--- src/gfqg_pkg.sv ---
// Shared types, constants and the optional-field check for the GNSS fix quality gate.
package gfqg_pkg;

   localparam int unsigned FLD_W     = 10;
   localparam int unsigned REJ_W     = 11;
   localparam int unsigned ACC_W     = 32;
   localparam int unsigned LIM_W     = 31;
   localparam int unsigned TIME_W    = 64;
   localparam int unsigned AGE_LIM_W = 26;   // 65535 ms * 1000 fits in 26 bits

   localparam logic [9:0] MS_TO_US   = 10'd1000;
   localparam logic [7:0] FIX_3D     = 8'd3;
   localparam logic [7:0] FIX_GNSS_DR = 8'd4;

   // field bits of the support and validity masks
   localparam int unsigned F_FIXTYPE = 0;
   localparam int unsigned F_FIXOK   = 1;
   localparam int unsigned F_POS     = 2;
   localparam int unsigned F_HEIGHT  = 3;
   localparam int unsigned F_SATS    = 4;
   localparam int unsigned F_HACC    = 5;
   localparam int unsigned F_VACC    = 6;
   localparam int unsigned F_SACC    = 7;
   localparam int unsigned F_VELH    = 8;
   localparam int unsigned F_VELV    = 9;

   // reject mask bits
   localparam int unsigned R_OFFLINE = 0;
   localparam int unsigned R_NOFIX   = 1;
   localparam int unsigned R_FIXTYPE = 2;
   localparam int unsigned R_FIXFLAG = 3;
   localparam int unsigned R_UNSUP   = 4;
   localparam int unsigned R_INVALID = 5;
   localparam int unsigned R_STALE   = 6;
   localparam int unsigned R_SATS    = 7;
   localparam int unsigned R_HACC    = 8;
   localparam int unsigned R_VACC    = 9;
   localparam int unsigned R_SACC    = 10;

   typedef enum logic [2:0] {
      CSR_MIN_SATS = 3'd0,
      CSR_MAX_AGE  = 3'd1,
      CSR_MAX_HACC = 3'd2,
      CSR_MAX_VACC = 3'd3,
      CSR_MAX_SACC = 3'd4
   } csr_idx_type;

   typedef struct packed {
      logic [7:0]       min_sats;
      logic [15:0]      max_age_ms;
      logic [LIM_W-1:0] max_hacc;
      logic [LIM_W-1:0] max_vacc;
      logic [LIM_W-1:0] max_sacc;
   } cfg_type;

   // after stage 1: age difference and fix-type decode
   typedef struct packed {
      logic [FLD_W-1:0]     sup;
      logic [FLD_W-1:0]     val;
      logic                 online;
      logic                 kind_ok;
      logic                 good;
      logic [7:0]           sats;
      logic [ACC_W-1:0]     hacc;
      logic [ACC_W-1:0]     vacc;
      logic [ACC_W-1:0]     sacc;
      logic [2:0]           nf;
      logic                 ts_ok;
      logic [TIME_W-1:0]    age_us;
      logic [AGE_LIM_W-1:0] age_lim;
   } s1_type;

   // after stage 2: all value checks reduced to flags
   typedef struct packed {
      logic [FLD_W-1:0] sup;
      logic [FLD_W-1:0] val;
      logic             online;
      logic             kind_ok;
      logic             good;
      logic             sats_low;
      logic             hacc_bad;
      logic             vacc_bad;
      logic             sacc_bad;
      logic             fresh;
   } s2_type;

   typedef struct packed {
      logic [REJ_W-1:0] mask;
      logic             blk;
      logic             deg;
   } opt_res_type;

   // optional field: unsupported degrades, invalid or failing value blocks
   function automatic opt_res_type opt_check(input logic sup, input logic val,
                                             input logic bad, input int unsigned reason);
      opt_res_type res;
      res = '0;
      if (!sup) begin
         res.mask[R_UNSUP] = 1'b1;
         res.deg           = 1'b1;
      end else if (!val) begin
         res.mask[reason]    = 1'b1;
         res.mask[R_INVALID] = 1'b1;
         res.blk             = 1'b1;
      end else if (bad) begin
         res.mask[reason] = 1'b1;
         res.blk          = 1'b1;
      end
      return res;
   endfunction

endpackage

--- src/gfqg_csr.sv ---
// Configuration registers with write port.
module gfqg_csr (
   input  logic                 clock,
   input  logic                 reset,
   input  logic                 csr_we,
   input  logic [2:0]           csr_index,
   input  logic [30:0]          csr_wdata,
   output gfqg_pkg::cfg_type    cfg
);

   gfqg_pkg::cfg_type cfg_ff;
   gfqg_pkg::cfg_type cfg_in;

   always_comb begin
      cfg_in = cfg_ff;
      if (csr_we) begin
         unique case (csr_index)
            gfqg_pkg::CSR_MIN_SATS: cfg_in.min_sats   = csr_wdata[7:0];
            gfqg_pkg::CSR_MAX_AGE:  cfg_in.max_age_ms = csr_wdata[15:0];
            gfqg_pkg::CSR_MAX_HACC: cfg_in.max_hacc   = csr_wdata;
            gfqg_pkg::CSR_MAX_VACC: cfg_in.max_vacc   = csr_wdata;
            gfqg_pkg::CSR_MAX_SACC: cfg_in.max_sacc   = csr_wdata;
            default:                cfg_in = cfg_ff;   // unmapped index
         endcase
      end
   end

   always_ff @(posedge clock) begin
      if (reset) begin
         cfg_ff.min_sats   <= 8'd6;
         cfg_ff.max_age_ms <= 16'd500;
         cfg_ff.max_hacc   <= 31'd5000;
         cfg_ff.max_vacc   <= 31'd8000;
         cfg_ff.max_sacc   <= 31'd1000;
      end else begin
         cfg_ff <= cfg_in;
      end
   end

   assign cfg = cfg_ff;

endmodule

--- src/gfqg_front.sv ---
// Stages 1 and 2: sample age arithmetic and value compares.
module gfqg_front (
   input  logic                 clock,
   input  logic                 reset,
   input  logic                 accept,
   input  gfqg_pkg::cfg_type    cfg,
   input  logic                 req_online,
   input  logic [9:0]           req_sup_mask,
   input  logic [9:0]           req_vld_mask,
   input  logic [7:0]           req_fix_kind,
   input  logic                 req_fix_good,
   input  logic [7:0]           req_sat_count,
   input  logic signed [31:0]   req_hacc_mm,
   input  logic signed [31:0]   req_vacc_mm,
   input  logic signed [31:0]   req_sacc_mmps,
   input  logic [2:0]           req_nonfinite_flags,
   input  logic [63:0]          req_sample_time_us,
   input  logic [63:0]          req_now_time_us,
   output gfqg_pkg::s2_type     s2,
   output logic                 s2_valid
);

   gfqg_pkg::s1_type s1_ff, s1_in;
   gfqg_pkg::s2_type s2_ff, s2_in;
   logic             s1_valid_ff, s2_valid_ff;

   // stage 1: 64-bit age subtract, age limit product
   always_comb begin
      s1_in.sup     = req_sup_mask;
      s1_in.val     = req_vld_mask;
      s1_in.online  = req_online;
      s1_in.kind_ok = (req_fix_kind == gfqg_pkg::FIX_3D) ||
                      (req_fix_kind == gfqg_pkg::FIX_GNSS_DR);
      s1_in.good    = req_fix_good;
      s1_in.sats    = req_sat_count;
      s1_in.hacc    = req_hacc_mm;
      s1_in.vacc    = req_vacc_mm;
      s1_in.sacc    = req_sacc_mmps;
      s1_in.nf      = req_nonfinite_flags;
      s1_in.ts_ok   = (req_sample_time_us != '0) && (req_sample_time_us <= req_now_time_us);
      s1_in.age_us  = req_now_time_us - req_sample_time_us;
      s1_in.age_lim = gfqg_pkg::AGE_LIM_W'(cfg.max_age_ms) *
                      gfqg_pkg::AGE_LIM_W'(gfqg_pkg::MS_TO_US);
   end

   // stage 2: limit compares
   always_comb begin
      s2_in.sup      = s1_ff.sup;
      s2_in.val      = s1_ff.val;
      s2_in.online   = s1_ff.online;
      s2_in.kind_ok  = s1_ff.kind_ok;
      s2_in.good     = s1_ff.good;
      s2_in.sats_low = s1_ff.sats < cfg.min_sats;
      s2_in.hacc_bad = s1_ff.nf[0] || s1_ff.hacc[31] || (s1_ff.hacc[30:0] > cfg.max_hacc);
      s2_in.vacc_bad = s1_ff.nf[1] || s1_ff.vacc[31] || (s1_ff.vacc[30:0] > cfg.max_vacc);
      s2_in.sacc_bad = s1_ff.nf[2] || s1_ff.sacc[31] || (s1_ff.sacc[30:0] > cfg.max_sacc);
      s2_in.fresh    = s1_ff.ts_ok &&
                       (s1_ff.age_us[63:gfqg_pkg::AGE_LIM_W] == '0) &&
                       (s1_ff.age_us[gfqg_pkg::AGE_LIM_W-1:0] <= s1_ff.age_lim);
   end

   always_ff @(posedge clock) begin
      s1_ff <= s1_in;
      s2_ff <= s2_in;
   end

   always_ff @(posedge clock) begin
      if (reset) begin
         s1_valid_ff <= 1'b0;
         s2_valid_ff <= 1'b0;
      end else begin
         s1_valid_ff <= accept;
         s2_valid_ff <= s1_valid_ff;
      end
   end

   assign s2       = s2_ff;
   assign s2_valid = s2_valid_ff;

endmodule

--- src/gfqg_judge.sv ---
// Stage 3: reject mask assembly and result register.
module gfqg_judge (
   input  logic               clock,
   input  logic               reset,
   input  gfqg_pkg::s2_type   s2,
   input  logic               s2_valid,
   output logic               rsp_valid,
   output logic [10:0]        rsp_pos_reject,
   output logic [10:0]        rsp_vel_reject,
   output logic               rsp_pos_usable,
   output logic [2:0]         rsp_vel_valid,
   output logic               rsp_degraded
);

   logic [10:0] pos_reject_ff, pos_reject_in;
   logic [10:0] vel_reject_ff, vel_reject_in;
   logic        pos_usable_ff, pos_usable_in;
   logic [2:0]  vel_valid_ff, vel_valid_in;
   logic        degraded_ff, degraded_in;
   logic        valid_ff;

   always_comb begin
      logic [10:0] base;
      logic        base_blk;
      logic        pb, vb, deg;
      logic [2:0]  vv;
      gfqg_pkg::opt_res_type fixok_r, sats_r, hacc_r, vacc_r, sacc_r;

      base     = '0;
      base_blk = 1'b0;
      vv       = '0;

      if (!s2.online) begin
         base[gfqg_pkg::R_OFFLINE] = 1'b1;
         base_blk = 1'b1;
      end
      // fix type is mandatory
      if (!s2.sup[gfqg_pkg::F_FIXTYPE] || !s2.val[gfqg_pkg::F_FIXTYPE] || !s2.kind_ok) begin
         base[gfqg_pkg::R_NOFIX]   = 1'b1;
         base[gfqg_pkg::R_FIXTYPE] = 1'b1;
         base_blk = 1'b1;
      end
      if (!s2.sup[gfqg_pkg::F_FIXTYPE]) begin
         base[gfqg_pkg::R_UNSUP] = 1'b1;
      end else if (!s2.val[gfqg_pkg::F_FIXTYPE]) begin
         base[gfqg_pkg::R_INVALID] = 1'b1;
      end
      fixok_r = gfqg_pkg::opt_check(s2.sup[gfqg_pkg::F_FIXOK], s2.val[gfqg_pkg::F_FIXOK],
                                    !s2.good, gfqg_pkg::R_FIXFLAG);
      if (!s2.fresh) begin
         base[gfqg_pkg::R_STALE] = 1'b1;
         base_blk = 1'b1;
      end
      sats_r = gfqg_pkg::opt_check(s2.sup[gfqg_pkg::F_SATS], s2.val[gfqg_pkg::F_SATS],
                                   s2.sats_low, gfqg_pkg::R_SATS);
      base     = base | fixok_r.mask | sats_r.mask;
      base_blk = base_blk | fixok_r.blk | sats_r.blk;

      // position
      pos_reject_in = base;
      pb            = base_blk;
      if (!s2.sup[gfqg_pkg::F_POS] || !s2.sup[gfqg_pkg::F_HEIGHT]) begin
         pos_reject_in[gfqg_pkg::R_UNSUP] = 1'b1;
         pb = 1'b1;
      end else if (!s2.val[gfqg_pkg::F_POS] || !s2.val[gfqg_pkg::F_HEIGHT]) begin
         pos_reject_in[gfqg_pkg::R_INVALID] = 1'b1;
         pb = 1'b1;
      end
      hacc_r = gfqg_pkg::opt_check(s2.sup[gfqg_pkg::F_HACC], s2.val[gfqg_pkg::F_HACC],
                                   s2.hacc_bad, gfqg_pkg::R_HACC);
      vacc_r = gfqg_pkg::opt_check(s2.sup[gfqg_pkg::F_VACC], s2.val[gfqg_pkg::F_VACC],
                                   s2.vacc_bad, gfqg_pkg::R_VACC);
      pos_reject_in = pos_reject_in | hacc_r.mask | vacc_r.mask;
      pb            = pb | hacc_r.blk | vacc_r.blk;

      // velocity
      sacc_r = gfqg_pkg::opt_check(s2.sup[gfqg_pkg::F_SACC], s2.val[gfqg_pkg::F_SACC],
                                   s2.sacc_bad, gfqg_pkg::R_SACC);
      vel_reject_in = base | sacc_r.mask;
      vb            = base_blk | sacc_r.blk;
      deg = fixok_r.deg | sats_r.deg | hacc_r.deg | vacc_r.deg | sacc_r.deg;

      // horizontal velocity gates east/north; missing it blocks nothing by itself
      if (!s2.sup[gfqg_pkg::F_VELH]) begin
         vel_reject_in[gfqg_pkg::R_UNSUP] = 1'b1;
      end else if (!s2.val[gfqg_pkg::F_VELH]) begin
         vel_reject_in[gfqg_pkg::R_INVALID] = 1'b1;
      end else begin
         vv = 3'b011;
      end
      // up only rides on horizontal
      if (!s2.sup[gfqg_pkg::F_VELV]) begin
         vel_reject_in[gfqg_pkg::R_UNSUP] = 1'b1;
         deg = 1'b1;
      end else if (!s2.val[gfqg_pkg::F_VELV]) begin
         vel_reject_in[gfqg_pkg::R_INVALID] = 1'b1;
      end else if (vv != '0) begin
         vv[2] = 1'b1;
      end

      pos_usable_in = !pb;
      vel_valid_in  = vb ? 3'b000 : vv;
      degraded_in   = deg;
   end

   always_ff @(posedge clock) begin
      pos_reject_ff <= pos_reject_in;
      vel_reject_ff <= vel_reject_in;
      pos_usable_ff <= pos_usable_in;
      vel_valid_ff  <= vel_valid_in;
      degraded_ff   <= degraded_in;
   end

   always_ff @(posedge clock) begin
      if (reset) begin
         valid_ff <= 1'b0;
      end else begin
         valid_ff <= s2_valid;
      end
   end

   assign rsp_valid      = valid_ff;
   assign rsp_pos_reject = pos_reject_ff;
   assign rsp_vel_reject = vel_reject_ff;
   assign rsp_pos_usable = pos_usable_ff;
   assign rsp_vel_valid  = vel_valid_ff;
   assign rsp_degraded   = degraded_ff;

endmodule

--- src/gnss_fix_quality_gate.sv ---
// Top level of the GNSS fix quality gate.
// A result strobes on rsp_valid once its item has passed the stage 1, stage 2 and result registers.
// Throughput: one item per cycle; busy stays low, every stage advances each cycle.
// Stages: age subtract and limit product, limit compares, mask assembly into
// the result register. Results cannot be held off by the receiver.
// Synchronous reset clears stage valids and restores the register defaults.
module gnss_fix_quality_gate (
   input  logic                 clock,
   input  logic                 reset,
   // item input
   input  logic                 start,
   output logic                 busy,
   input  logic                 req_online,
   input  logic [9:0]           req_sup_mask,
   input  logic [9:0]           req_vld_mask,
   input  logic [7:0]           req_fix_kind,
   input  logic                 req_fix_good,
   input  logic [7:0]           req_sat_count,
   input  logic signed [31:0]   req_hacc_mm,
   input  logic signed [31:0]   req_vacc_mm,
   input  logic signed [31:0]   req_sacc_mmps,
   input  logic [2:0]           req_nonfinite_flags,
   input  logic [63:0]          req_sample_time_us,
   input  logic [63:0]          req_now_time_us,
   // result output
   output logic                 rsp_valid,
   output logic [10:0]          rsp_pos_reject,
   output logic [10:0]          rsp_vel_reject,
   output logic                 rsp_pos_usable,
   output logic [2:0]           rsp_vel_valid,
   output logic                 rsp_degraded,
   // register write port
   input  logic                 csr_we,
   input  logic [2:0]           csr_index,
   input  logic [30:0]          csr_wdata
);

   gfqg_pkg::cfg_type cfg;
   gfqg_pkg::s2_type  s2;
   logic              s2_valid;
   logic              accept;

   // fully pipelined, never stalls
   assign busy   = 1'b0;
   assign accept = start && !busy;

   gfqg_csr u_csr (
      .clock     (clock),
      .reset     (reset),
      .csr_we    (csr_we),
      .csr_index (csr_index),
      .csr_wdata (csr_wdata),
      .cfg       (cfg)
   );

   // stages 1-2: timestamps and limit compares
   gfqg_front u_front (
      .clock                (clock),
      .reset                (reset),
      .accept               (accept),
      .cfg                  (cfg),
      .req_online           (req_online),
      .req_sup_mask         (req_sup_mask),
      .req_vld_mask         (req_vld_mask),
      .req_fix_kind         (req_fix_kind),
      .req_fix_good         (req_fix_good),
      .req_sat_count        (req_sat_count),
      .req_hacc_mm          (req_hacc_mm),
      .req_vacc_mm          (req_vacc_mm),
      .req_sacc_mmps        (req_sacc_mmps),
      .req_nonfinite_flags  (req_nonfinite_flags),
      .req_sample_time_us   (req_sample_time_us),
      .req_now_time_us      (req_now_time_us),
      .s2                   (s2),
      .s2_valid             (s2_valid)
   );

   // stage 3: masks, usable flags, result register
   gfqg_judge u_judge (
      .clock          (clock),
      .reset          (reset),
      .s2             (s2),
      .s2_valid       (s2_valid),
      .rsp_valid      (rsp_valid),
      .rsp_pos_reject (rsp_pos_reject),
      .rsp_vel_reject (rsp_vel_reject),
      .rsp_pos_usable (rsp_pos_usable),
      .rsp_vel_valid  (rsp_vel_valid),
      .rsp_degraded   (rsp_degraded)
   );

endmodule

--- config.mk ---
export PLATFORM = sky130hd
export DESIGN_NAME = gnss_fix_quality_gate
export DESIGN_NICKNAME = d
export VERILOG_FILES = /design/src/gfqg_pkg.sv /design/src/gfqg_csr.sv /design/src/gfqg_front.sv /design/src/gfqg_judge.sv /design/src/gnss_fix_quality_gate.sv
export SDC_FILE = /design/constraint.sdc
export NUM_CORES = 1
export LEC_CHECK = 0
export BUFFER_PORTS_ARGS = -buffer_cell sky130_fd_sc_hd__buf_2
export CORE_ASPECT_RATIO = 0.7
export CORE_MARGIN = 3
export CORE_UTILIZATION = 35
export CTS_BUF_LIST = sky130_fd_sc_hd__clkbuf_8
export CTS_CLUSTER_SIZE = 28
export DETAILED_ROUTE_END_ITERATION = 12
export SETUP_SLACK_MARGIN = 0.15
export SYNTH_ARGS = -nofsm -noshare
export SYNTH_HDL_FRONTEND = slang
export SYNTH_HIERARCHICAL = 1
export SYNTH_SLANG_ARGS = --single-unit
--- constraint.sdc ---
create_clock -name clock -period 6.3 [get_ports clock]
set_input_delay 1.26 -clock clock [delete_from_list [all_inputs] [get_ports clock]]
set_output_delay 1.26 -clock clock [all_outputs]
set_load 0.05 [all_outputs]
==> flow_summary.yaml, run 1 <==
routing:
  viasPerCell: 4.86
  ant_nets: 0
  post_drt_wl_per_cell_um: 16.8
  drc: 0
  wirelength_um: 54700
  drt-initial-drc-count: 870
  firstDrtPassIters: 6
  num_vias: 15900
global_routing:
  grt_antenna_before_repair: 5
  grtUsageTotal: 0.176
  grt_max_degree: 68
  grt_pass1_vias: 16300
  grt_overflow: 0
  grt_pass1_wl_um: 86300
worst_setup_path:
  cp_top_family: "adder cells"
  crit_fanout: 6
  cp.arrival_ns: 5.75
  endpoint_kind: "flip-flop"
  critPathMostFrequentCell: "fa_1"
  critical_path_class: "reg -> reg"
  cp.required_ns: 6.85
  critPathSlowestCell: "a2111oi_0"
  slowest_delay_ns: 0.66
  worstPathCellList: "fa_1 -> fa_1 -> inv_1 -> fa_1 -> fa_1 -> inv_1 -> ha_1 -> a21oi_1 -> o21ai_0 -> a2111oi_0 -> o31ai_1 -> o211ai_1 -> a21oi_1 -> or3_1 -> xor2_1"
  critPathBufInv: 2
  critPathLaunchType: "flip-flop"
clocking:
  cts_resized: 0
  clock_path_buffers: 3
  cts_htree_levels: 2
  hold_buffers: 0
  clkSlewWorstSetupHoldPaths_ns: 0.06
  post_cts_buffers: 0
  ctsRootBufferMaster: "clkbuf_8"
  cts_tree: "yes"
  clk_latency_ns: 0.69
  numCtsBuffers: 61
  clkSinkCount: 382
power:
  ir_worst_vdd_uv: 190
  powerDensity_mw_per_mm2: 265
  p_leak_nw: 11.7
sta:
  finalSetupTns_ns: 0
  rsz0062_at_grt: "false"
  period_share: 0.826
  maxSlewHeadroom: 0.345
  skew_ns: 0.0375
  tightest_slew_ns: 0.982
  period_minus_slack_ns: 5.20
  holdWs_ns: 0.325
  timing.fmax_ghz: 0.192
  setup_ws_ns: 1.10
  hold_viol_final: 0
  final-max-slew-violation-count: 0
  setup_violations: 0
run:
  maxCapViolations: 0
synth:
  yosys_warnings: 6
  async_reset_ff_frac: 0
  synth_edf_count: 0
  synth-seq-cells: 382
  synthXorXnorAreaFrac: 0.0319
  synth_top_area_cell: "dfxtp_1"
  synth_mux_area_frac: 0.0587
  syn_area_sq_mm: 0.0203
  yosysSeqAreaShare: 0.377
  synth_cell_types: 75
  synthSimpleGateAreaFrac: 0.135
  synth-adder-area-share: 0.202
  syn-instance-count: 2125
  synth_top_family_by_area: "adder cells"
  yosysTopAreaCellShare: 0.377
  synth_compound_area_frac: 0.125
  synth_area_leaders: "dfxtp_1 38%, ha_1 15%, mux2i_1 5.8%, inv_1 5.6%, fa_1 5.4%"
  postSynthAreaPerCell_sq_um: 9.55
  ys.flop_type: "dfxtp_1"
place:
  place_worst_setup_slack_ns: 1.17
  placed_area_sq_mm: 0.0226
  post-dp-hpwl_um: 44100
  numPortBuffers: 327
  place_congestion: 0.898
cells_and_area:
  final_area_sq_mm: 0.0239
  drive_gt1_frac: 0.179
  area_delta_synth_final_pct: 17.8
  nets: 3062
run_status:
  status: "complete, no violations"
floorplanning:
  pin_count: 332
  rows: 73
  die_w_um: 294
  core_sq_mm: 0.0571
  die_h_um: 208
  dieArea_sq_mm: 0.0610
  initial_utilization: 0.356
worst_hold_path:
  hold_path_class: "reg -> reg"
synthesized netlist by cell type, types with 5 or more instances:
cell,instances
o211ai_1,10
a41oi_1,6
o21a_1,9
nor2b_1,14
mux2i_1,118
or2_2,5
and3_1,8
o21bai_1,13
o21ai_0,62
xor2_1,19
dfxtp_1,382
nand3_1,20
nand2b_1,142
a21oi_1,142
fa_1,55
xnor2_1,55
buf_2,11
nor2_1,108
or3_1,5
buf_4,17
inv_1,301
and2_1,9
nand4_1,50
nand2_1,73
nor3_1,14
a21o_1,88
a31oi_1,10
nor4_1,31
ha_1,240
clkbuf_1,27
metal layers:
layer	track usage	vias up	part of all wire
li1	-	7885	-
met1	0.245	7505	0.48
met2	0.277	381	0.44
met3	0.0378	78	0.054
met4	0.0447	8	0.020
met5	0	-	0.0013
where the power goes:
| part | switching [mW] | internal (mW) |
|---|---|---|
| clock | 1.05 | 1.16 |
| combinational | 0.794 | 0.616 |
| sequential | 0.0813 | 2.64 |
sequential cells by signal, indices dropped and copies added, names as in the netlist:
name	cells
u_judge/rsp_valid	1
u_csr/cfg	117
u_front/s1_ff	218
u_front/s2_valid	1
u_judge/rsp_pos_usable	1
u_front/s1_valid_ff	1
u_judge/rsp_pos_reject	9
u_front/s2	28
u_judge/rsp_degraded	1
u_judge/rsp_vel_reject	3
u_judge/rsp_vel_valid	2
cell families after synthesis:
logic type                 after synthesis
buffers and inverters                  358
xor gates and xnor gates                74
other                                    2
adders and majority gates              295
muxes                                  119
DFF                                    382
and+or+nand+nor                        505
AOI/OAI and AO/OA                      390
metrics by stage:
step | utilization | total power [mW] | cells
2_1_floorplan | - | 3.74 | 2127
3_3_place_gp | 0.396 | 4.13 | 3151
3_5_place_dp | 0.396 | 4.16 | 3151
4_1_cts | 0.419 | 6.42 | 3263
5_1_grt | 0.419 | 6.72 | 3263
6_report | 0.419 | 6.33 | 3265
cell type report:
| cell class | instances | area [sq um] |
|---|---|---|
| fillers | 5526 | 33200 |
| multi-input cells | 1387 | 11200 |
| flip-flops and latches | 382 | 7650 |
| repair buffers | 331 | 1670 |
| inverters | 301 | 1130 |
| clock buffers | 77 | 1060 |
| well taps | 750 | 938 |
| clock inverters | 35 | 231 |
| diodes | 2 | 5.00 |
cell usage in the layout, fill, tap and decap left out, drive strengths merged, types with 15 or more instances in the layout:
cell type / instances
clkbuf: 77
clkinv: 15
o21ai: 65
xnor2: 55
nand2b: 142
a21oi: 145
dfxtp: 382
inv: 317
nor2: 108
nor4: 32
buf: 331
xor2: 19
nand4: 50
fa: 55
nand3: 20
mux2i: 118
nand2: 73
ha: 240
a21o: 88
final timing paths:
| path | startpoint | to | slack (ns) | depth (start not counted) |
|---|---|---|---|---|
| max reg2reg | u_csr/cfg[95] | u_front/s1_ff[24] | 1.10 | 15 |
| min | u_front/s1_ff[206] | u_front/s2[13] | 0.32 | 0 |
| min reg2reg | u_front/s1_ff[206] | u_front/s2[13] | 0.32 | 0 |
| max | u_csr/cfg[95] | u_front/s1_ff[24] | 1.10 | 15 |
Power figures use the tool's default switching activity.
==> inputs of run 2 (changes only) <==
==> constraint.sdc (replaced) <==
create_clock -name clock -period 4.5 [get_ports clock]
set_input_delay 0.9 -clock clock [delete_from_list [all_inputs] [get_ports clock]]
set_output_delay 0.9 -clock clock [all_outputs]
set_load 0.05 [all_outputs]
==> flow_summary.yaml, run 2 (same netlist as run 1, synthesis figures left out) <==
place:
  place_congestion: 0.932
  numPortBuffers: 327
  placed_cells: 3169
  place_worst_setup_slack_ns: -0.0529
  post-dp-hpwl_um: 44000
sta:
  maxSlewHeadroom: 0.270
  skew_ns: 0.0531
  setup_ws_ns: 0.135
  tightest_slew_ns: 1.08
  hold_viol_final: 0
  rsz0062_at_grt: "true"
  final-max-slew-violation-count: 0
  setup_violations: 0
  period_minus_slack_ns: 4.37
  timing.fmax_ghz: 0.229
  period_share: 0.970
  finalSetupTns_ns: 0
clocking:
  cts_tree: "yes"
  clkSinkCount: 382
  clk_latency_ns: 0.70
  numCtsBuffers: 61
  ctsRootBufferMaster: "clkbuf_8"
  cts_htree_levels: 2
  clkSlewWorstSetupHoldPaths_ns: 0.07
  hold_buffers: 0
  clock_path_buffers: 3
worst_setup_path:
  crit_fanout: 4
  critPathLaunchType: "flip-flop"
  cp.arrival_ns: 4.96
  cp.required_ns: 5.09
  endpoint_kind: "flip-flop"
  critical_path_class: "reg -> reg"
routing:
  post_drt_wl_per_cell_um: 16.8
  ant_nets: 0
  drt-initial-drc-count: 920
  drc: 0
  wirelength_um: 55300
  num_vias: 16000
  firstDrtPassIters: 8
  viasPerCell: 4.86
floorplanning:
  core_sq_mm: 0.0571
  die_w_um: 294
  die_h_um: 208
  initial_utilization: 0.356
  pin_count: 332
  dieArea_sq_mm: 0.0610
  rows: 73
cells_and_area:
  nets: 3086
  final_cells: 3292
  drive_gt1_frac: 0.204
  area_delta_synth_final_pct: 20.3
  final_common_cell: "dfxtp_1"
  fin_util: 0.428
  largest_reg_flops: 218
  final_cell_mix: "378 x dfxtp_1, 326 x buf_2, 296 x inv_1"
  top_register: "u_front/s1_ff"
global_routing:
  grtUsageTotal: 0.176
  grt_antenna_before_repair: 10
  grt_pass1_vias: 16300
  grt_pass1_wl_um: 86400
  grt_max_degree: 93
  grt_overflow: 0
power:
  p_int_mw: 6.57
  ir_worst_vdd_uv: 199
  pwr-share-clk: 0.357
  p_leak_nw: 11.8
  powerDensity_mw_per_mm2: 384
  swShare: 0.300
  combPwrFrac: 0.237
  p_switching_mw: 2.81
  p_seq_frac: 0.406
worst_hold_path:
  hold_path_class: "in -> reg"
run:
  maxCapViolations: 0
run_status:
  status: "complete, no violations"
[run 2: changes by cell type in the layout (fill, tap and decap cells not counted), sizes merged]
cell	change
inv	-6
diode	+3
clkbuf	-2
bufinv	+5
buf	+24
clkinv	+3
[run 2: worst paths after layout]
kind,slack [ns],depth (start not counted),start,endpoint
hold reg to reg,0.33,0,u_front/s1_ff[212],u_front/s2[19]
setup reg to reg,0.13,16,u_csr/cfg[96],u_front/s1_ff[22]
setup / recovery,0.13,16,u_csr/cfg[96],u_front/s1_ff[22]
hold / removal,0.30,1,req_vacc_mm[30],u_front/s1_ff[156]
[run 2: what timing repair did]
| item | 4_1_cts | 5_1_grt |
|---|---|---|
| pin swaps | 20 | 22 |
| resized for setup | 21 | 19 |
| endpoints found under the setup margin | 3 | 6 |
| gates cloned | 0 | 0 |
| setup buffers | 4 | 2 |
[run 2: per-stage QoR]
| step | area [sq um] | hold slack, ns | power (mW) |
|---|---|---|---|
| 5_1_grt | 24400 | 0.224 | 9.94 |
| 2_1_floorplan | 20300 | 0.310 | 5.25 |
| 6_report | 24400 | 0.295 | 9.38 |
| 3_5_place_dp | 22800 | 0.313 | 5.89 |
| 3_3_place_gp | 22800 | 0.310 | 5.83 |
| 4_1_cts | 24300 | 0.207 | 9.43 |
[run 2: worst max-delay path, stage by stage, from the launching register on]
cell      delay, ns
dfxtp_1        0.34
inv_2          0.07
fa_1           0.56
fa_1           0.44
fa_1           0.53
fa_1           0.53
inv_1          0.07
ha_4           0.25
or2_2          0.31
a21oi_4        0.20
o31ai_4        0.09
o211ai_1       0.26
buf_4          0.17
a21boi_2       0.05
o21a_1         0.19
nor2_2         0.12
xnor2_1        0.12
[run 2: metal layers]
| layer | vias to the layer above | GRT usage | part of all wire |
|---|---|---|---|
| met1 | 7539 | 0.240 | 0.47 |
| li1 | 7952 | - | - |
| met3 | 106 | 0.0419 | 0.057 |
| met4 | 10 | 0.0535 | 0.023 |
| met5 | - | 0 | 0.0011 |
| met2 | 405 | 0.276 | 0.45 |
[run 2: cell type report]
class                      count  area [sq um]
antenna                        5          12.5
clock buffer                  75          1030
clock inverter                37           364
fill                        5535         32700
inverter                     301          1130
multi-input combinational   1387         11400
sequential                   382          7660
tap                          750           938
timing repair buffer         355          1850
[run 2: power by group through the flow]
stage / logic (mW) / registers (mW) / clock network (mW)
floorplan: 1.40 / 3.85 / 0
global placement: 1.96 / 3.87 / 0
detailed placement: 2.01 / 3.88 / 0
CTS: 2.13 / 3.81 / 3.49
global route: 2.47 / 3.83 / 3.64
finish: 2.22 / 3.81 / 3.35
